`config.mk`:
```
export PLATFORM = sky130hd
export DESIGN_NAME = sysex_response_parser_flat
export DESIGN_NICKNAME = d
export VERILOG_FILES = /design/src/rtl/sxp_pkg.sv /design/src/rtl/sxp_if.sv /design/src/rtl/sysex_response_parser.sv /design/src/rtl/sxp_parser.sv /design/src/rtl/sxp_result_queue.sv /design/src/flat_wrapper.sv
export SDC_FILE = /design/constraint.sdc
export NUM_CORES = 1
export LEC_CHECK = 0
export ABC_AREA = 1
export BUFFER_PORTS_ARGS = -buffer_cell sky130_fd_sc_hd__buf_4
export CAP_MARGIN = 20
export CORE_UTILIZATION = 45
export CTS_CLUSTER_DIAMETER = 200
export DETAILED_ROUTE_END_ITERATION = 16
export SETUP_SLACK_MARGIN = 0.05
export SLEW_MARGIN = 10
export SYNTH_ARGS = -nofsm -noshare
export SYNTH_HDL_FRONTEND = slang
export SYNTH_SLANG_ARGS = --single-unit
```
`constraint.sdc`:
```
create_clock -name clk -period 8.5 [get_ports clk]
set_input_delay 0.425 -clock clk [delete_from_list [all_inputs] [get_ports clk]]
set_output_delay 0.425 -clock clk [all_outputs]
set_load 0.05 [all_outputs]
```
`src/rtl/sxp_pkg.sv`:
```
// Shared types and constants of the SysEx response parser.
package sxp_pkg;

  localparam logic [7:0] SYSEX_START   = 8'hF0;
  localparam logic [7:0] SYSEX_END     = 8'hF7;
  localparam logic [7:0] PREFIX_MARK   = 8'h00;
  localparam logic [7:0] CAT_ACK_NACK  = 8'h7E;
  localparam logic [7:0] CMD_ACK       = 8'h01;
  localparam logic [7:0] CMD_NACK      = 8'h00;
  localparam logic [7:0] REQ_CAT_ALIAS = 8'h02;
  localparam logic [7:0] RSP_CAT_ALIAS = 8'h01;

  localparam logic [23:0] MANUFACTURER_RESET = 24'd8517;

  // Register indexes on the configuration port.
  localparam logic [1:0] REG_MANUFACTURER = 2'd0;
  localparam logic [1:0] REG_REQ_CATEGORY = 2'd1;
  localparam logic [1:0] REG_REQ_COMMAND  = 2'd2;

  localparam logic ITEM_PAYLOAD = 1'b0;
  localparam logic ITEM_SUMMARY = 1'b1;

  typedef struct packed {
    logic [23:0] manufacturer_id;
    logic [7:0]  request_category;
    logic [7:0]  request_command;
  } cfg_t;

  typedef struct packed {
    logic        item_kind;
    logic [7:0]  payload_value;
    logic        message_valid;
    logic [7:0]  category_byte;
    logic [7:0]  command_byte;
    logic        has_transaction;
    logic [13:0] transaction_id;
    logic        ack_flag;
    logic        nack_flag;
    logic        reply_match;
    logic        run_end;
  } result_t;

endpackage

```
`src/rtl/sxp_if.sv`:
```
// Handshake channels for raw message bytes and parser results.
interface sxp_byte_if;
  logic       valid;
  logic       ready;
  logic [7:0] data_byte;
  logic       final_byte;

  modport source (output valid, output data_byte, output final_byte, input ready);
  modport sink   (input valid, input data_byte, input final_byte, output ready);
endinterface

interface sxp_result_if;
  logic        valid;
  logic        ready;
  logic        item_kind;
  logic [7:0]  payload_value;
  logic        message_valid;
  logic [7:0]  category_byte;
  logic [7:0]  command_byte;
  logic        has_transaction;
  logic [13:0] transaction_id;
  logic        ack_flag;
  logic        nack_flag;
  logic        reply_match;
  logic        run_end;

  modport source (
    output valid, output item_kind, output payload_value, output message_valid,
    output category_byte, output command_byte, output has_transaction,
    output transaction_id, output ack_flag, output nack_flag, output reply_match,
    output run_end, input ready
  );
  modport sink (
    input valid, input item_kind, input payload_value, input message_valid,
    input category_byte, input command_byte, input has_transaction,
    input transaction_id, input ack_flag, input nack_flag, input reply_match,
    input run_end, output ready
  );
endinterface

```
`src/rtl/sysex_response_parser.sv`:
```
// Top level: streaming SysEx response parser with configuration registers.
// Latency: a result joins the four-entry queue the cycle after its byte is accepted.
// Throughput: one byte per cycle while the queue has room; a final byte that releases
//   a held ACK/NACK byte yields two results, taken one per cycle while result_ch is ready.
// Reset (rst, synchronous): parse state cleared, queue emptied, registers
//   back to manufacturer 8517 and request category/command 0.
module sysex_response_parser (
  input  logic        clk,
  input  logic        rst,
  sxp_byte_if.sink    byte_ch,
  sxp_result_if.source result_ch,
  input  logic        cfg_we,
  input  logic [1:0]  cfg_index,
  input  logic [23:0] cfg_data
);
  import sxp_pkg::*;

  cfg_t       cfg;
  result_t    res0;
  result_t    res1;
  result_t    head;
  logic [1:0] res_count;
  logic       room;
  logic       accept;

  always_ff @(posedge clk) begin
    if (rst) begin
      cfg.manufacturer_id  <= MANUFACTURER_RESET;
      cfg.request_category <= 8'd0;
      cfg.request_command  <= 8'd0;
    end else if (cfg_we) begin
      case (cfg_index)
        REG_MANUFACTURER: cfg.manufacturer_id  <= cfg_data;
        REG_REQ_CATEGORY: cfg.request_category <= cfg_data[7:0];
        REG_REQ_COMMAND:  cfg.request_command  <= cfg_data[7:0];
        default: ;
      endcase
    end
  end

  assign byte_ch.ready = room;
  assign accept = byte_ch.valid && room;

  sxp_parser u_parser (
    .clk        (clk),
    .rst        (rst),
    .accept     (accept),
    .data_byte  (byte_ch.data_byte),
    .final_byte (byte_ch.final_byte),
    .cfg        (cfg),
    .res0       (res0),
    .res1       (res1),
    .res_count  (res_count)
  );

  sxp_result_queue u_queue (
    .clk        (clk),
    .rst        (rst),
    .push0      (res0),
    .push1      (res1),
    .push_count (res_count),
    .room       (room),
    .head       (head),
    .head_valid (result_ch.valid),
    .head_ready (result_ch.ready)
  );

  assign result_ch.item_kind       = head.item_kind;
  assign result_ch.payload_value   = head.payload_value;
  assign result_ch.message_valid   = head.message_valid;
  assign result_ch.category_byte   = head.category_byte;
  assign result_ch.command_byte    = head.command_byte;
  assign result_ch.has_transaction = head.has_transaction;
  assign result_ch.transaction_id  = head.transaction_id;
  assign result_ch.ack_flag        = head.ack_flag;
  assign result_ch.nack_flag       = head.nack_flag;
  assign result_ch.reply_match     = head.reply_match;
  assign result_ch.run_end         = head.run_end;

  // a closing byte always leaves at least its summary queued
  a_final_gives_result: assert property (@(posedge clk) disable iff (rst)
    accept && byte_ch.final_byte |=> result_ch.valid)
    else $error("no result after final byte");

  a_invalid_summary_clear: assert property (@(posedge clk) disable iff (rst)
    result_ch.valid && result_ch.item_kind == ITEM_SUMMARY && !result_ch.message_valid
    |-> result_ch.category_byte == 8'd0 && result_ch.command_byte == 8'd0
        && !result_ch.has_transaction && !result_ch.reply_match)
    else $error("invalid summary carries fields");

  a_payload_no_summary: assert property (@(posedge clk) disable iff (rst)
    result_ch.valid && result_ch.item_kind == ITEM_PAYLOAD
    |-> !result_ch.message_valid && !result_ch.ack_flag && !result_ch.nack_flag)
    else $error("payload transaction carries summary flags");

  a_ack_nack_exclusive: assert property (@(posedge clk) disable iff (rst)
    result_ch.valid |-> !(result_ch.ack_flag && result_ch.nack_flag))
    else $error("ack and nack both set");

endmodule

```
`src/rtl/sxp_parser.sv`:
```
// Per-message parse state and result generation for one accepted byte.
module sxp_parser (
  input  logic            clk,
  input  logic            rst,
  input  logic            accept,
  input  logic [7:0]      data_byte,
  input  logic            final_byte,
  input  sxp_pkg::cfg_t   cfg,
  output sxp_pkg::result_t res0,
  output sxp_pkg::result_t res1,
  output logic [1:0]      res_count
);
  import sxp_pkg::*;

  logic [3:0]  byte_position, byte_position_next;
  logic        frame_error, frame_error_next;
  logic        prefix_seen, prefix_seen_next;
  logic [13:0] held_transaction, held_transaction_next;
  logic [7:0]  held_category, held_category_next;
  logic [7:0]  held_command, held_command_next;
  logic [1:0]  payload_count, payload_count_next;
  logic [7:0]  ack_payload_bytes [2];

  logic        ackn;
  logic        is_payload;
  logic        hold_write;
  logic        past_cmd;
  logic        msg_ok;
  logic        is_ack;
  logic        is_nack;
  logic        match;
  logic [7:0]  want;
  result_t     summary;

  assign is_ack  = (held_category == CAT_ACK_NACK) && (held_command == CMD_ACK);
  assign is_nack = (held_category == CAT_ACK_NACK) && (held_command == CMD_NACK);
  assign ackn    = is_ack || is_nack;
  assign past_cmd = prefix_seen ? (byte_position >= 4'd9) : (byte_position >= 4'd6);
  assign msg_ok  = !frame_error && (data_byte == SYSEX_END) && past_cmd;
  assign match   = ackn
                || ((cfg.request_category == REQ_CAT_ALIAS) && (held_category == RSP_CAT_ALIAS)
                    && (held_command == cfg.request_command))
                || ((held_category == cfg.request_category)
                    && (held_command == cfg.request_command));

  always_comb begin
    case (byte_position[1:0])
      2'd1:    want = cfg.manufacturer_id[23:16];
      2'd2:    want = cfg.manufacturer_id[15:8];
      2'd3:    want = cfg.manufacturer_id[7:0];
      default: want = 8'h00;
    endcase
  end

  // Header decode and payload flagging for a byte that is not the last of the message.
  always_comb begin
    frame_error_next      = frame_error;
    prefix_seen_next      = prefix_seen;
    held_transaction_next = held_transaction;
    held_category_next    = held_category;
    held_command_next     = held_command;
    is_payload            = 1'b0;
    if (byte_position == 4'd0) begin
      if (data_byte != SYSEX_START) frame_error_next = 1'b1;
    end else if (byte_position <= 4'd3) begin
      if (data_byte != want) frame_error_next = 1'b1;
    end else if (byte_position == 4'd4) begin
      if (data_byte == PREFIX_MARK) prefix_seen_next = 1'b1;
      else held_category_next = data_byte;
    end else if (prefix_seen) begin
      case (byte_position)
        4'd5:    held_transaction_next = {held_transaction[13:7], data_byte[6:0]};
        4'd6:    held_transaction_next = {data_byte[6:0], held_transaction[6:0]};
        4'd7:    held_category_next = data_byte;
        4'd8:    held_command_next = data_byte;
        default: is_payload = 1'b1;
      endcase
    end else begin
      if (byte_position == 4'd5) held_command_next = data_byte;
      else is_payload = 1'b1;
    end
  end

  assign hold_write = accept && !final_byte && is_payload && ackn && (payload_count < 2'd2);

  always_comb begin
    summary = '0;
    summary.item_kind = ITEM_SUMMARY;
    summary.run_end   = 1'b1;
    if (msg_ok) begin
      summary.message_valid = 1'b1;
      summary.category_byte = held_category;
      summary.command_byte  = held_command;
      summary.ack_flag      = is_ack;
      summary.nack_flag     = is_nack;
      summary.reply_match   = match;
      // trailing id of an ACK/NACK wins over the prefix id
      if (ackn && payload_count >= 2'd2) begin
        summary.has_transaction = 1'b1;
        summary.transaction_id  = {ack_payload_bytes[1][6:0], ack_payload_bytes[0][6:0]};
      end else if (prefix_seen) begin
        summary.has_transaction = 1'b1;
        summary.transaction_id  = held_transaction;
      end
    end
  end

  always_comb begin
    res0      = '0;
    res1      = '0;
    res_count = 2'd0;
    if (accept) begin
      if (final_byte) begin
        if (ackn && past_cmd && payload_count == 2'd1) begin
          res0.item_kind     = ITEM_PAYLOAD;
          res0.payload_value = ack_payload_bytes[0];
          res1      = summary;
          res_count = 2'd2;
        end else begin
          res0      = summary;
          res_count = 2'd1;
        end
      end else if (is_payload && !ackn) begin
        res0.item_kind     = ITEM_PAYLOAD;
        res0.payload_value = data_byte;
        res0.run_end       = 1'b1;
        res_count = 2'd1;
      end
    end
  end

  always_comb begin
    byte_position_next = byte_position;
    payload_count_next = payload_count;
    if (accept) begin
      if (final_byte) begin
        byte_position_next = 4'd0;
        payload_count_next = 2'd0;
      end else begin
        if (byte_position != 4'hF) byte_position_next = byte_position + 4'd1;
        if (hold_write) payload_count_next = payload_count + 2'd1;
      end
    end
  end

  always_ff @(posedge clk) begin
    if (rst) begin
      byte_position    <= 4'd0;
      frame_error      <= 1'b0;
      prefix_seen      <= 1'b0;
      held_transaction <= 14'd0;
      held_category    <= 8'd0;
      held_command     <= 8'd0;
      payload_count    <= 2'd0;
    end else begin
      byte_position <= byte_position_next;
      payload_count <= payload_count_next;
      if (accept) begin
        if (final_byte) begin
          frame_error      <= 1'b0;
          prefix_seen      <= 1'b0;
          held_transaction <= 14'd0;
          held_category    <= 8'd0;
          held_command     <= 8'd0;
        end else begin
          frame_error      <= frame_error_next;
          prefix_seen      <= prefix_seen_next;
          held_transaction <= held_transaction_next;
          held_category    <= held_category_next;
          held_command     <= held_command_next;
        end
      end
    end
  end

  always_ff @(posedge clk) begin
    if (hold_write) ack_payload_bytes[payload_count[0]] <= data_byte;
  end

endmodule

```
`src/rtl/sxp_result_queue.sv`:
```
// Four-entry result queue: takes up to two results a cycle while room is high, gives one when head_ready.
module sxp_result_queue (
  input  logic             clk,
  input  logic             rst,
  input  sxp_pkg::result_t push0,
  input  sxp_pkg::result_t push1,
  input  logic [1:0]       push_count,
  output logic             room,
  output sxp_pkg::result_t head,
  output logic             head_valid,
  input  logic             head_ready
);
  import sxp_pkg::*;

  localparam logic [2:0] ROOM_LIMIT = 3'd2;

  result_t    entries [4];
  logic [1:0] wr_ptr;
  logic [1:0] rd_ptr;
  logic [2:0] fill;
  logic       pop;

  assign head_valid = (fill != 3'd0);
  assign head       = entries[rd_ptr];
  assign pop        = head_valid && head_ready;
  assign room       = (fill <= ROOM_LIMIT);

  always_ff @(posedge clk) begin
    if (rst) begin
      wr_ptr <= 2'd0;
      rd_ptr <= 2'd0;
      fill   <= 3'd0;
    end else begin
      wr_ptr <= wr_ptr + push_count;
      rd_ptr <= rd_ptr + {1'b0, pop};
      fill   <= fill + {1'b0, push_count} - {2'b00, pop};
    end
  end

  always_ff @(posedge clk) begin
    if (push_count != 2'd0) entries[wr_ptr] <= push0;
    if (push_count == 2'd2) entries[wr_ptr + 2'd1] <= push1;
  end

endmodule
```
`src/flat_wrapper.sv`:
```
// flat-port wrapper written by rule: the top's interface ports become plain ports
module sysex_response_parser_flat import sxp_pkg::*;
  (clk, rst, cfg_we, cfg_index, cfg_data, byte_ch_valid, byte_ch_data_byte, byte_ch_final_byte, byte_ch_ready, result_ch_valid, result_ch_item_kind, result_ch_payload_value, result_ch_message_valid, result_ch_category_byte, result_ch_command_byte, result_ch_has_transaction, result_ch_transaction_id, result_ch_ack_flag, result_ch_nack_flag, result_ch_reply_match, result_ch_run_end, result_ch_ready);
  sxp_byte_if byte_ch_i ();
  sxp_result_if result_ch_i ();
  input  logic clk;
  input  logic rst;
  input  logic cfg_we;
  input  logic [1:0] cfg_index;
  input  logic [23:0] cfg_data;
  input wire logic [$bits(byte_ch_i.valid)-1:0] byte_ch_valid;
  input wire logic [$bits(byte_ch_i.data_byte)-1:0] byte_ch_data_byte;
  input wire logic [$bits(byte_ch_i.final_byte)-1:0] byte_ch_final_byte;
  output wire logic [$bits(byte_ch_i.ready)-1:0] byte_ch_ready;
  output wire logic [$bits(result_ch_i.valid)-1:0] result_ch_valid;
  output wire logic [$bits(result_ch_i.item_kind)-1:0] result_ch_item_kind;
  output wire logic [$bits(result_ch_i.payload_value)-1:0] result_ch_payload_value;
  output wire logic [$bits(result_ch_i.message_valid)-1:0] result_ch_message_valid;
  output wire logic [$bits(result_ch_i.category_byte)-1:0] result_ch_category_byte;
  output wire logic [$bits(result_ch_i.command_byte)-1:0] result_ch_command_byte;
  output wire logic [$bits(result_ch_i.has_transaction)-1:0] result_ch_has_transaction;
  output wire logic [$bits(result_ch_i.transaction_id)-1:0] result_ch_transaction_id;
  output wire logic [$bits(result_ch_i.ack_flag)-1:0] result_ch_ack_flag;
  output wire logic [$bits(result_ch_i.nack_flag)-1:0] result_ch_nack_flag;
  output wire logic [$bits(result_ch_i.reply_match)-1:0] result_ch_reply_match;
  output wire logic [$bits(result_ch_i.run_end)-1:0] result_ch_run_end;
  input wire logic [$bits(result_ch_i.ready)-1:0] result_ch_ready;
  assign byte_ch_i.valid = byte_ch_valid;
  assign byte_ch_i.data_byte = byte_ch_data_byte;
  assign byte_ch_i.final_byte = byte_ch_final_byte;
  assign byte_ch_ready = byte_ch_i.ready;
  assign result_ch_valid = result_ch_i.valid;
  assign result_ch_item_kind = result_ch_i.item_kind;
  assign result_ch_payload_value = result_ch_i.payload_value;
  assign result_ch_message_valid = result_ch_i.message_valid;
  assign result_ch_category_byte = result_ch_i.category_byte;
  assign result_ch_command_byte = result_ch_i.command_byte;
  assign result_ch_has_transaction = result_ch_i.has_transaction;
  assign result_ch_transaction_id = result_ch_i.transaction_id;
  assign result_ch_ack_flag = result_ch_i.ack_flag;
  assign result_ch_nack_flag = result_ch_i.nack_flag;
  assign result_ch_reply_match = result_ch_i.reply_match;
  assign result_ch_run_end = result_ch_i.run_end;
  assign result_ch_i.ready = result_ch_ready;
  sysex_response_parser u_core (.clk(clk), .rst(rst), .byte_ch(byte_ch_i), .result_ch(result_ch_i), .cfg_we(cfg_we), .cfg_index(cfg_index), .cfg_data(cfg_data));
endmodule
```
Yosys cells after proc, flatten, opt, wreduce, memory -nomap -nowiden
Memories as Yosys holds them, arrays and structs flattened. A register that Yosys moved wholly into a read port is not among the register bits.
Cells that the tools add are included.
Widths: inputs -> output; s select.
{ "totals": {"ff_bits": 85, "ram_bits": 196, "out_inout_bits": 47, "wordCells": 179, "in_bits": 40, "mem_count": 2} }
{ "memory_table": {"columns": ["memory", "words", "width", "rd", "rd_clocked_by_memory_dff", "write_ports", "line_no", "rtl"], "rows": [
  ["u_core.u_queue.entries", 4, 45, 1, 1, 2, "sxp_result_queue.sv:17", "result_t entries [4];"],
  ["u_core.u_parser.ack_payload_bytes", 2, 8, 2, 0, 1, "sxp_parser.sv:22", "logic [7:0] ack_payload_bytes [2];"]
]} }
{ "classes": {"n_eq_ne": 30, "addsub": 7, "reduce_logical": 53, "n_lt_le_gt_ge": 6, "mux": 67} }
{ "ops": {"columns": ["operator", "n"], "rows": [
  ["$mux 45", 4],
  ["$mux 8", 15],
  ["$mux 14", 5],
  ["$mux 35", 2],
  ["$mux 36", 1],
  ["$mux 15", 2],
  ["$pmux 14 s2", 1],
  ["$mux 1", 26],
  ["$pmux 8 s3", 1],
  ["$mux 9", 2],
  ["$reduce_bool 3->1", 6],
  ["$logic_and 1x1->1", 17],
  ["$eq 4x3->1 const B", 4],
  ["$eq 8x1->1 const B", 2],
  ["$eq 8x8->1", 2],
  ["$logic_not 8->1", 2],
  ["$reduce_bool 2->1", 8],
  ["$reduce_and 7->1", 2],
  ["$mux 2", 6],
  ["$reduce_and 6->1", 2],
  ["$ne 2x2->1 const B", 5],
  ["$reduce_and 2->1", 5],
  ["$eq 2x2->1 const B", 4],
  ["$eq 8x2->1 const B", 1],
  ["other kinds (29)", 38]
]} }

Depth between registers and ports, before layout
Gate-level depths: netlist of run 1.
{ "depth": {"ltp_word": 14, "mapped_depth": 21, "mapped_depth_nobuf": 20} }

Modules after synthesis
A second synthesis of run 1 with hierarchy kept.
{ "unflattened": {"cells_unflattened": 1781, "hier_area_um2": 15147.0} }
{ "modules_own_cells": {"columns": ["module", "instances", "area_each_um2", "seq_area_each_um2", "cells_per_inst"], "rows": [
  ["sxp_result_queue", 1, 9580.4, 5545.3, 942],
  ["sxp_parser", 1, 3792.4, 1211.2, 585],
  ["sysex_response_parser", 1, 1774.2, 800.8, 254]
]} }

Worst setup path after synthesis of run 1
Ideal clock, no wire load.
{ "synth_timing": {"path_type": "register to register", "startpoint": "register u_core.u_queue.fill[0]", "endpoint": "memory u_core.u_queue.entries[0][0] (netlist bit) (enable)", "n_path_buf": 1, "stages_incl_launch_ff": 9, "synth_period_minus_slack_ns": 2.996, "required_ns": 8.105, "setup_time_ns": 0.395, "setup_slack_ns": 5.504, "arrival_time_ns": 2.601, "cell_sequence": "dfxtp_1 -> a21oi_2 -> nand2_1 -> nor2_4 -> inv_1 -> nand2_4 -> nand2_2 -> buf_6 -> nand2_1"} }
{ "synth_lines": {"columns": ["element", "line_no", "rtl"], "rows": [
  ["start, declared", "sxp_result_queue.sv:20", "logic [2:0] fill;"],
  ["start signal, assigned", "sxp_result_queue.sv:36", "fill <= fill + {1'b0, push_count} - {2'b00, pop};"],
  ["end, declared", "sxp_result_queue.sv:17", null]
]} }

==> summary.txt, run 1 <==
Outcome
  – Outcome: finished, final reports clean

Layout
  – Area of the multi-input gates: 4950 um^2
  – Nets: 1,629
  – Share of cells above drive strength 1: between 10% and 20%
  – Synthesis-to-layout area growth: 14.1%
  – Antenna diodes: 0
  – FF/Latch Area: 7240 um^2
  – Fillers: 2,627

Clocking
  – CTS resizes: 0
  – Clock latency on the worst-skew pair: 560 ps
  – CTS H-Tree Depth: 1
  – Hold Buf Count CTS: 0
  – Num CTS Buffers: 30
  – Clk slew on worst S/H paths: 60 ps
  – CTS tree: done
  – Root Driver: clkbuf_16
  – Total clock sinks: 280
  – Setup Fix Bufs, Post-CTS: 0
  – CTS max path bufs: 3

Setup path
  – Slowest cell delay on critical path: 650 ps
  – Top delay family on crit path: buffers and inverters
  – Cell Chain, Critical Path: buf_4, inv_2, buf_4, o21ai_0, o22ai_1, buf_4
  – CP max-delay cell: buf_4
  – Critical Path RT: 8080 ps
  – CP most frequent cell: buf_4
  – Maximum fanout along the worst path: 84
  – Arr. time, crit path: around 3200 ps
  – CP Launch Type: flip-flop
  – Worst path buffer plus inverter count: 4
  – Crit. End Element: primary output
  – Crit path kind: reg2out

Detailed routing
  – DR top layer: met4
  – Routed len/inst: roughly 17 um
  – DRT Wirelength: around 33 mm
  – Via count: 10,274
  – TritonRoute pass-1 iters: 6
  – Vias per cell: 5.19
  – DRT met1 WL: between 15 and 20 mm
  – WL met2: around 15 mm
  – Metal3 WL: 1.74 mm
  – Remaining antenna violation count: 0
  – Initial DRC Count: 911
  – Drt drc: 0

Synth
  – Synth Register Bits: between 200 and 300
  – Synth Instances: 1,518
  – EDFF count, synth: 163
  – Asr flop ratio synth: 0%
  – Post-synth top area share: around 38%
  – Avg Inst Size Synth: 8.60 um^2
  – Mapped Area: ~13,000 um^2
  – Sequential share of the synthesized area: 55.5%
  – Main synth FF type: edfxtp_1
  – Top-count cell post-synth: nor2_1
  – Top post-synthesis cells by area: edfxtp_1 (38%), dfxtp_1 (18%), nor2_1 (11%)
  – Yosys warns: 0
  – Synthesized Nets: about 1,600
  – Count of cell types in the netlist: 40
  – Top cells by count, synth: nor2_1 (375), nand2_1 (214), edfxtp_1 (163)
  – Top cell type by total area after synthesis: edfxtp_1

Floorplan
  – Core ar.: 28,200 um^2
  – Die Ht: roughly 170 um
  – IO Pins: 87
  – Initial Util: a little under half
  – Die area: 29,700 um^2
  – Row cnt: 61
  – Die width: 172 um

Timing
  – Final hold viol count: 0
  – Highest Clock Rate: 0.277 GHz
  – Setup violations, final: 0
  – Fin. max-slew vios: 0
  – Tmin final: 3610 ps
  – Final WS setup: 4890 ps
  – Sum of negative setup slack: 0 ps
  – Final period util: 42.5%
  – Worst slew margin: between 20% and 30%
  – Worst-case clock skew: 29.0 ps
  – RSZ-0062 raised after global routing: no
  – Slew @ Worst Pin: between 1000 and 1500 ps

Flow run
  – Max-cap viol count: 0

Global routing
  – First-pass GRT wire length: 52.0 mm
  – GRT Util Overall: 22.7%
  – Initial antenna violation count: 0
  – GRT overflow: 0
  – Largest net degree at the start of global routing: 85
  – Number of global-route vias before repair: approximately 9,500

Power
  – Pwr/cell area: ~290 nW/um^2
  – Peak supply drop: 0.176 mV
  – Leak: 5.86 nW

Placed design
  – DP HPWL: 21.2 mm
  – Setup WS pre-CTS: 5310 ps
  – RD Place Congestion: 0.871
  – Number of buffers added on ports: 86

Worst hold path
  – Min-Delay Path Class: in2reg
registers in the layout, indices dropped and copies added, names as in the netlist:
signal	count
u_core.u_queue.entries	180
u_core.cfg	40
u_core.u_parser.ack_payload_bytes	15
u_core.u_queue.fill	3
u_core.u_parser.prefix_seen	1
u_core.u_parser.held_category	8
u_core.u_parser.frame_error	1
u_core.u_queue.rd_ptr	2
u_core.u_parser.held_transaction	14
u_core.u_parser.byte_position	4
u_core.u_parser.payload_count	2
u_core.u_queue.wr_ptr	2
u_core.u_parser.held_command	8
stage by stage:
step                      cells  utilization, %  area [um^2]  power, mW  hold WS [ps]
final                      1978            52.8        14900       4.26          72.7
after global routing       1978            52.8        14900       4.46          69.3
after CTS                  1978            52.8        14900       4.29          60.3
after detailed placement   1922            49.2        13900       2.97           449
after global placement     1922            49.2        13900       2.95           444
after floorplan            1518               -        13000       2.59           429
cell families after synthesis:
group                      share of synthesized area, %
AOI/OAI and AO/OA                                  11.0
buffers and inverters                              6.60
xor gates and xnor gates                          0.940
DFF                                                55.5
and+or+nand+nor                                    24.7
adders and majority gates                          1.30
metal layers:
layer / up-vias / global-route usage [%]
met5: - / 0
met4: 0 / 5.85
met3: 34 / 2.31
met2: 296 / 36.4
met1: 4765 / 32.8
li1: 5179 / -
layout by cell type, fill, tap and decap left out, drive strengths merged:
cell type    n
o22ai       37
o21bai       3
or2          7
buf         96
dfxtp      117
a21boi       1
xnor2        8
a41oi        1
edfxtp     163
fa           1
inv        123
ha          12
nand2      232
nor4         6
nor3         9
clkinv       9
nand4       32
clkbuf      48
nand3       67
o21ai      160
xor2         6
a21oi       70
bufinv       1
nor2       389
o21a         1
o31ai        1
power by group:
group | switching, mW | total (mW) | internal [mW]
Clock | 0.538 | 1.33 | 0.790
Sequential | 0.0542 | 1.60 | 1.55
Combinational | 0.958 | 1.33 | 0.374
Total | 1.55 | 4.26 | 2.71
worst min-delay path, cell delays in order:
cell and delay, ps:
buf_4 70, nand2_1 40, nand3_1 60
final cells by class:
class | instances | share of cell area, %
well taps | 378 | 3.18
clock buffers | 48 | 6.32
flip-flops and latches | 280 | 48.6
inverters | 125 | 3.15
multi-input cells | 1043 | 33.3
clock inverters | 8 | 0.572
repair buffers | 96 | 4.84
final timing paths:
path                                                  from                                       end  slack, ps  cells after the start
min reg2reg       u_core.u_parser.frame_error$_SDFFE_PP0P_  u_core.u_parser.frame_error$_SDFFE_PP0P_        460                      2
max                    u_core.u_queue.rd_ptr[0]$_SDFF_PP0_                 result_ch_command_byte[1]       4890                      6
max reg2reg  u_core.u_parser.byte_position[0]$_SDFFE_PP0P_         u_core.u_queue.fill[2]$_SDFF_PP0_       5250                     18
min                                            cfg_data[8]               u_core.cfg[24]$_SDFFE_PP1P_         70                      3
Power figures use the tool's default switching activity.
==> run 2: changes to the inputs <==
clock period = 3.6 ns   (was 8.5 ns; I/O delays follow)
==> run 2 against run 1 <==
Sequential share of layout area is 1.2 points lower. Sequential cell count unchanged. Hold slack better by 29 ps. Wire length is 1.6% higher. Cell area increased by 2.4%. First-iteration DRC count is 5.4% lower. Worst setup slack got worse by 4500 ps. Largest power group unchanged. Die area stayed put.
==> summary.txt, run 2 (same netlist as run 1, synthesis figures left out) <==
Global routing
  – Number of global-route vias before repair: 9,910 (+4.3%)
  – Met2 GRT Util: 37.7% (+1.3 points)
  – First-pass GRT wire length: 53.2 mm (+2.4%)
  – GRT overflow: 0 (unchanged)
  – Met3 usage: 3.04% (+0.73 points)
  – GRT Util Overall: 23.3% (+0.54 points)
  – Initial antenna violation count: 0 (unchanged)
  – GRT busiest layer: met2
  – Largest net degree at the start of global routing: 84 (-1.2%)
  – GR Util met1: 32.8% (about the same)

Clocking
  – Num CTS Buffers: 31 (+3.3%)
  – Root Driver: clkbuf_16
  – CTS max path bufs: 3 (unchanged)
  – CTS tree: done
  – CTS H-Tree Depth: 1 (unchanged)
  – Clk slew on worst S/H paths: 60 ps (about the same)
  – Clock latency on the worst-skew pair: 560 ps (about the same)
  – Total clock sinks: 280 (unchanged)
  – CTS resizes: 0 (unchanged)

Layout
  – Nets: 1,664 (+2.1%)
  – Max reg flops: 180 (unchanged)
  – Share of cells above drive strength 1: 12.2% (-0.34 points)
  – Area of the multi-input gates: 4950 um^2 (unchanged)
  – Synthesis-to-layout area growth: 16.8%
  – Largest reg by FF count: u_core.u_queue.entries
  – Antenna diodes: 0 (unchanged)
  – Most common cell after layout, fill and taps aside: nor2_1
  – FF/Latch Area: 7240 um^2 (unchanged)
  – Fillers: 2,624 (-0.11%)
  – Util after Layout: 54.1% (+1.3 points)
  – Commonest cells after routing, fill and taps aside: nor2_1 (375), nand2_1 (214), edfxtp_1 (163)

Timing
  – RSZ-0062 raised after global routing: no
  – Fin. max-slew vios: 0 (unchanged)
  – Final period util: 89.7%
  – Worst slew margin: 41.9% (+13 points)
  – Worst-case clock skew: 13.1 ps (-15.9 ps)
  – Setup violations, final: 0 (unchanged)
  – Highest Clock Rate: 0.310 GHz
  – Final hold viol count: 0 (unchanged)
  – Sum of negative setup slack: 0 ps (unchanged)
  – Slew @ Worst Pin: 871 ps (-185 ps)
  – Tmin final: around 3200 ps

Detailed routing
  – Vias per cell: 5.19 (about the same)
  – Routed len/inst: 16.7 um (-0.21%)
  – Remaining antenna violation count: 0 (unchanged)
  – TritonRoute pass-1 iters: 5 (-1)
  – Drt drc: 0 (unchanged)
  – Via count: 10,451 (+1.7%)
  – DRT Wirelength: 33.6 mm (+1.6%)
  – Initial DRC Count: 862 (-5.4%)

Setup path
  – Top delay family on crit path: adder cells
  – Crit. End Element: flip-flop
  – Slowest cell delay on critical path: 410 ps (-240 ps)
  – Crit path kind: reg2reg
  – CP max-delay cell: ha_1
  – Cell Chain, Critical Path: inv_1, ha_1, nand2_2, nand3_1, nand2_4, nor2_4, nand2_2, nand2_1, nand2_1, inv_1, ha_1, inv_1, ha_1, inv_1, fa_1, xor2_1, inv_1, nor2_1
  – Critical Path RT: 4030 ps (-4050 ps)
  – Maximum fanout along the worst path: 11 (-87%)
  – Arr. time, crit path: 3660 ps (+470 ps)
  – CP Launch Type: flip-flop
  – CP most frequent cell: inv_1
  – Worst path buffer plus inverter count: 5 (+1)

Floorplan
  – Die area: 29,700 um^2 (unchanged)
  – Initial Util: 46.3% (unchanged)
  – IO Pins: 87 (unchanged)
  – Row cnt: 61 (unchanged)
  – Core ar.: 28,200 um^2 (unchanged)
  – Die Ht: 172 um (unchanged)
  – Die width: 172 um (unchanged)

Placed design
  – Number of buffers added on ports: 86 (unchanged)
  – RD Place Congestion: 0.826 (-5.2%)
  – DP HPWL: 21.3 mm (+0.69%)

Outcome
  – Outcome: finished, final reports clean

Power
  – Leak: 6.01 nW (+2.5%)
  – Peak supply drop: 0.374 mV (+110%)
  – Pwr/cell area: 669 nW/um^2 (+130%)

Worst hold path
  – Min-Delay Path Class: in2reg

Flow run
  – Max-cap viol count: 0 (unchanged)
[run 2: final cells by class]
class	instances	area share, %
Sequential cell	280	47.5
Multi-Input combinational cell	1043	32.5
Timing Repair Buffer	130	7.11
Clock buffer	42	5.36
Tap cell	378	3.10
Inverter	125	3.08
Clock inverter	16	1.38
[run 2: per-layer routing]
layer  routed length, um  part of all wire (%)  vias to the layer above
li1                    -                     -                     5241
met1               15900                    47                     4873
met2               15200                    45                      291
met3                1860                   5.5                       46
met4                 607                   1.8                        0
met5                   0                     0                        -
[run 2: report_power, final]
| group | internal [mW] | switching, mW | total (mW) |
|---|---|---|---|
| Clock | 1.94 | 1.27 | 3.21 |
| Sequential | 3.66 | 0.133 | 3.79 |
| Combinational | 0.924 | 2.28 | 3.20 |
[run 2: tightest hold or removal path, stage by stage]
cell and delay [ps]:
buf_4 100, nor3_1 110, o21ai_0 170, nor2_1 50
[run 2: per-stage QoR]
stage          power, mW  instance area, um^2  hold WS (ps)  std cells  worst slack (ps)
2_1_floorplan       6.11                13000           279       1518               604
3_3_place_gp        7.01                13900           388       1923               550
3_5_place_dp        7.05                13900           387       1923               431
4_1_cts             10.3                15200          64.7       2014               414
5_1_grt             10.7                15200           117       2014              92.7
6_report            10.2                15200           101       2014               372
[run 2: worst paths after layout]
| path | from | end | slack, ps | depth (start not counted) |
|---|---|---|---|---|
| max | u_core.u_parser.byte_position[0]$_SDFFE_PP0P_ | u_core.u_queue.fill[2]$_SDFF_PP0_ | 370 | 18 |
| min | cfg_index[1] | u_core.cfg[15]$_SDFFE_PP0P_ | 100 | 4 |
| max reg2reg | u_core.u_parser.byte_position[0]$_SDFFE_PP0P_ | u_core.u_queue.fill[2]$_SDFF_PP0_ | 370 | 18 |
| min reg2reg | u_core.u_parser.held_transaction[9]$_SDFFE_PP0P_ | u_core.u_parser.held_transaction[9]$_SDFFE_PP0P_ | 470 | 2 |
[run 2: what timing repair did]
item	CTS	global route
buffers inserted	0	0
hold endpoints to repair	56	0
hold buffers	33	0
==> run 3: changes to the inputs <==
clock period = 3 ns   (was 3.6 ns; I/O delays follow)
==> run 3 against run 2 <==
Fmax increased by 20%. Power increased by 17%. Via count increased by 0.62%. Wire length decreased by 0.57%. Critical endpoint unchanged. Utilization increased by 0.48 points. Sequential share of layout area decreased by 0.40 points. Sequential cell count unchanged.
==> summary.txt, run 3 (same netlist as run 1, synthesis figures left out) <==
Outcome
  – Outcome: finished, final reports clean

Clocking
  – Clock latency on the worst-skew pair: 560 ps (about the same)
  – Clk slew on worst S/H paths: 60 ps (about the same)
  – Total clock sinks: 280 (unchanged)
  – Setup Fix Bufs, Post-CTS: 0 (unchanged)
  – CTS max path bufs: 3 (unchanged)
  – CTS tree: done
  – Num CTS Buffers: 30 (-3.2%)
  – Root Driver: clkbuf_16
  – CTS H-Tree Depth: 1 (unchanged)

Timing
  – Final period util: 89.7% (about the same)
  – RSZ-0062 raised after global routing: no
  – Tmin final: 2690 ps (-536 ps)
  – Sum of negative setup slack: 0 ps (unchanged)
  – Final WS setup: 308 ps (-64.2 ps)
  – Worst-case clock skew: 17.4 ps (+4.28 ps)
  – Fin. max-slew vios: 0 (unchanged)
  – Highest Clock Rate: 0.372 GHz (+20%)
  – Worst slew margin: 38.2% (-3.7 points)
  – Setup violations, final: 0 (unchanged)
  – Final hold viol count: 0 (unchanged)
  – Slew @ Worst Pin: 926 ps (+54.9 ps)

Layout
  – Largest reg by FF count: u_core.u_queue.entries
  – Max reg flops: 180 (unchanged)
  – Fin area: 15,400 um^2 (+0.88%)
  – Synthesis-to-layout area growth: 17.9%
  – Antenna diodes: 0 (unchanged)
  – Share of cells above drive strength 1: 13.5% (+1.3 points)
  – Most common cell after layout, fill and taps aside: nor2_1
  – Nets: 1,684 (+1.2%)
  – Commonest cells after routing, fill and taps aside: nor2_1 (375), nand2_1 (210), edfxtp_1 (163)

Global routing
  – First-pass GRT wire length: 53.3 mm (about the same)
  – Largest net degree at the start of global routing: 99 (+18%)
  – GRT overflow: 0 (unchanged)
  – GRT Util Overall: 23.2% (-0.051 points)
  – Number of global-route vias before repair: 9,807 (-1.0%)
  – Initial antenna violation count: 0 (unchanged)

Placed design
  – Number of buffers added on ports: 86 (unchanged)
  – RD Place Congestion: 0.881 (+6.7%)
  – DP HPWL: 22.0 mm (+3.0%)
  – Setup WS pre-CTS: 226 ps (-205 ps)
  – Placed inst area: 14,100 um^2 (+1.6%)

Power
  – Pwr/cell area: 776 nW/um^2 (+16%)
  – Peak supply drop: 0.370 mV (-1.1%)
  – Pwr Total: 11.9 mW (+17%)
  – Leak: 6.08 nW (+1.3%)

Detailed routing
  – Vias per cell: 5.18 (-0.27%)
  – Routed len/inst: 16.4 um (-1.4%)
  – DRT Wirelength: 33.4 mm (-0.57%)
  – Drt drc: 0 (unchanged)
  – TritonRoute pass-1 iters: 5 (unchanged)
  – Remaining antenna violation count: 0 (unchanged)
  – Via count: 10,516 (+0.62%)
  – Initial DRC Count: 984 (+14%)

Setup path
  – Critical Path RT: 3430 ps (-600 ps)
  – Worst r2r src: u_core.u_parser.byte_position[0]$_SDFFE_PP0P_
  – CP Launch Type: flip-flop
  – CP max-delay cell: fa_1
  – CP most frequent cell: inv_1
  – Cell Chain, Critical Path: inv_1, ha_2, nand2_1, nand2_1, nand2_2, nand2_4, nor2_4, nand2_2, nand2_1, nand2_1, inv_1, ha_1, inv_1, ha_1, inv_1, fa_1, xor2_1, inv_1, nor2_1
  – Slowest cell delay on critical path: 370 ps (-40 ps)
  – Worst R2R Path Depth: 19 (+1)
  – Reg-to-reg endpoint: u_core.u_queue.fill[2]$_SDFF_PP0_
  – Crit. End Element: flip-flop
  – Maximum fanout along the worst path: 6 (-5)
  – R2R setup slack: 310 ps (-60 ps)
  – Arr. time, crit path: 3120 ps (-540 ps)
  – Crit path kind: reg2reg
  – Worst path buffer plus inverter count: 5 (unchanged)
  – Top delay family on crit path: adder cells

Worst hold path
  – Hold Startpoint: byte_ch_valid
  – Min-Delay Path Class: in2reg
  – Hold Path End: u_core.u_parser.prefix_seen$_SDFFE_PP0P_
  – Hold Path Depth: 5 (+1)

Floorplan
  – Die area: 29,700 um^2 (unchanged)
  – IO Pins: 87 (unchanged)
  – Die Ht: 172 um (unchanged)
  – Row cnt: 61 (unchanged)
  – Core ar.: 28,200 um^2 (unchanged)
  – Die width: 172 um (unchanged)
  – Initial Util: 46.3% (unchanged)

Flow run
  – Max-cap viol count: 0 (unchanged)
-- run 3: cell types whose count changed in the layout (fill, tap and decap cells not counted), sizes merged --
cell      delta
inv          -1
bufinv       -4
clkbuf       +2
clkinv       +2
buf         +21
clkinvlp     -2
-- run 3: metal layers --
layer	track usage [%]	up-vias	share of wire (%)	routed length (um)
li1	-	5290	-	-
met1	33.7	4861	48	15900
met2	36.6	315	44	14900
met3	3.25	50	6.0	1990
met4	5.50	0	1.8	615
met5	0	-	0	0
-- run 3: stage by stage --
step                std cells  hold WS (ps)  util [%]
floorplan                1518           249         -
finish                   2032          68.6      54.6
global placement         1944           367      50.1
global route             2032          96.1      54.6
CTS                      2032          49.9      54.6
detailed placement       1944           371      50.1
-- run 3: worst max path at each step --
stage / slack, ps / startpoint / depth (start not counted) / to
3_3_place_gp: 300 / u_core.u_parser.byte_position[0]$_SDFFE_PP0P_ / 19 / u_core.u_queue.fill[2]$_SDFF_PP0_
4_1_cts: 210 / u_core.u_parser.byte_position[0]$_SDFFE_PP0P_ / 19 / u_core.u_queue.fill[2]$_SDFF_PP0_
6_report: 310 / u_core.u_parser.byte_position[0]$_SDFFE_PP0P_ / 19 / u_core.u_queue.fill[2]$_SDFF_PP0_
3_5_place_dp: 230 / u_core.u_parser.byte_position[0]$_SDFFE_PP0P_ / 19 / u_core.u_queue.fill[2]$_SDFF_PP0_
2_1_floorplan: 90 / u_core.u_queue.fill[0]$_SDFF_PP0_ / 15 / u_core.u_queue.fill[2]$_SDFF_PP0_
5_1_grt: 110 / u_core.u_parser.byte_position[0]$_SDFFE_PP0P_ / 19 / u_core.u_queue.fill[2]$_SDFF_PP0_
-- run 3: cell type report --
type / count / area, um^2
fill: 2566 / 12800
sequential: 280 / 7240
multi-input combinational: 1043 / 4970
timing repair buffer: 151 / 1290
clock buffer: 44 / 865
tap: 378 / 473
inverter: 125 / 469
clock inverter: 11 / 73.8
-- run 3: repair_timing --
action	4_1_cts	5_1_grt
resized for setup	0	3
setup endpoints to repair	0	29
endpoints found under the hold margin	77	0
hold buffers	33	0
-- run 3: where the power goes --
part	leakage (nW)	internal [mW]	switching, mW	total, mW
Combinational	3.23	1.14	2.73	3.87
Clock	0.463	2.06	1.44	3.50
Sequential	2.38	4.39	0.162	4.55
-- run 3: worst reg2reg max path, stage by stage, from the launching register on --
cell     delay, ps
dfxtp_2        340
inv_1          140
ha_2           250
nand2_1         60
nand2_1         80
nand2_2         60
nand2_4        110
nor2_4          40
nand2_2        110
nand2_1         60
nand2_1         80
inv_1           70
ha_1           280
inv_1           60
ha_1           130
inv_1           50
fa_1           370
xor2_1         180
inv_1           60
nor2_1          30
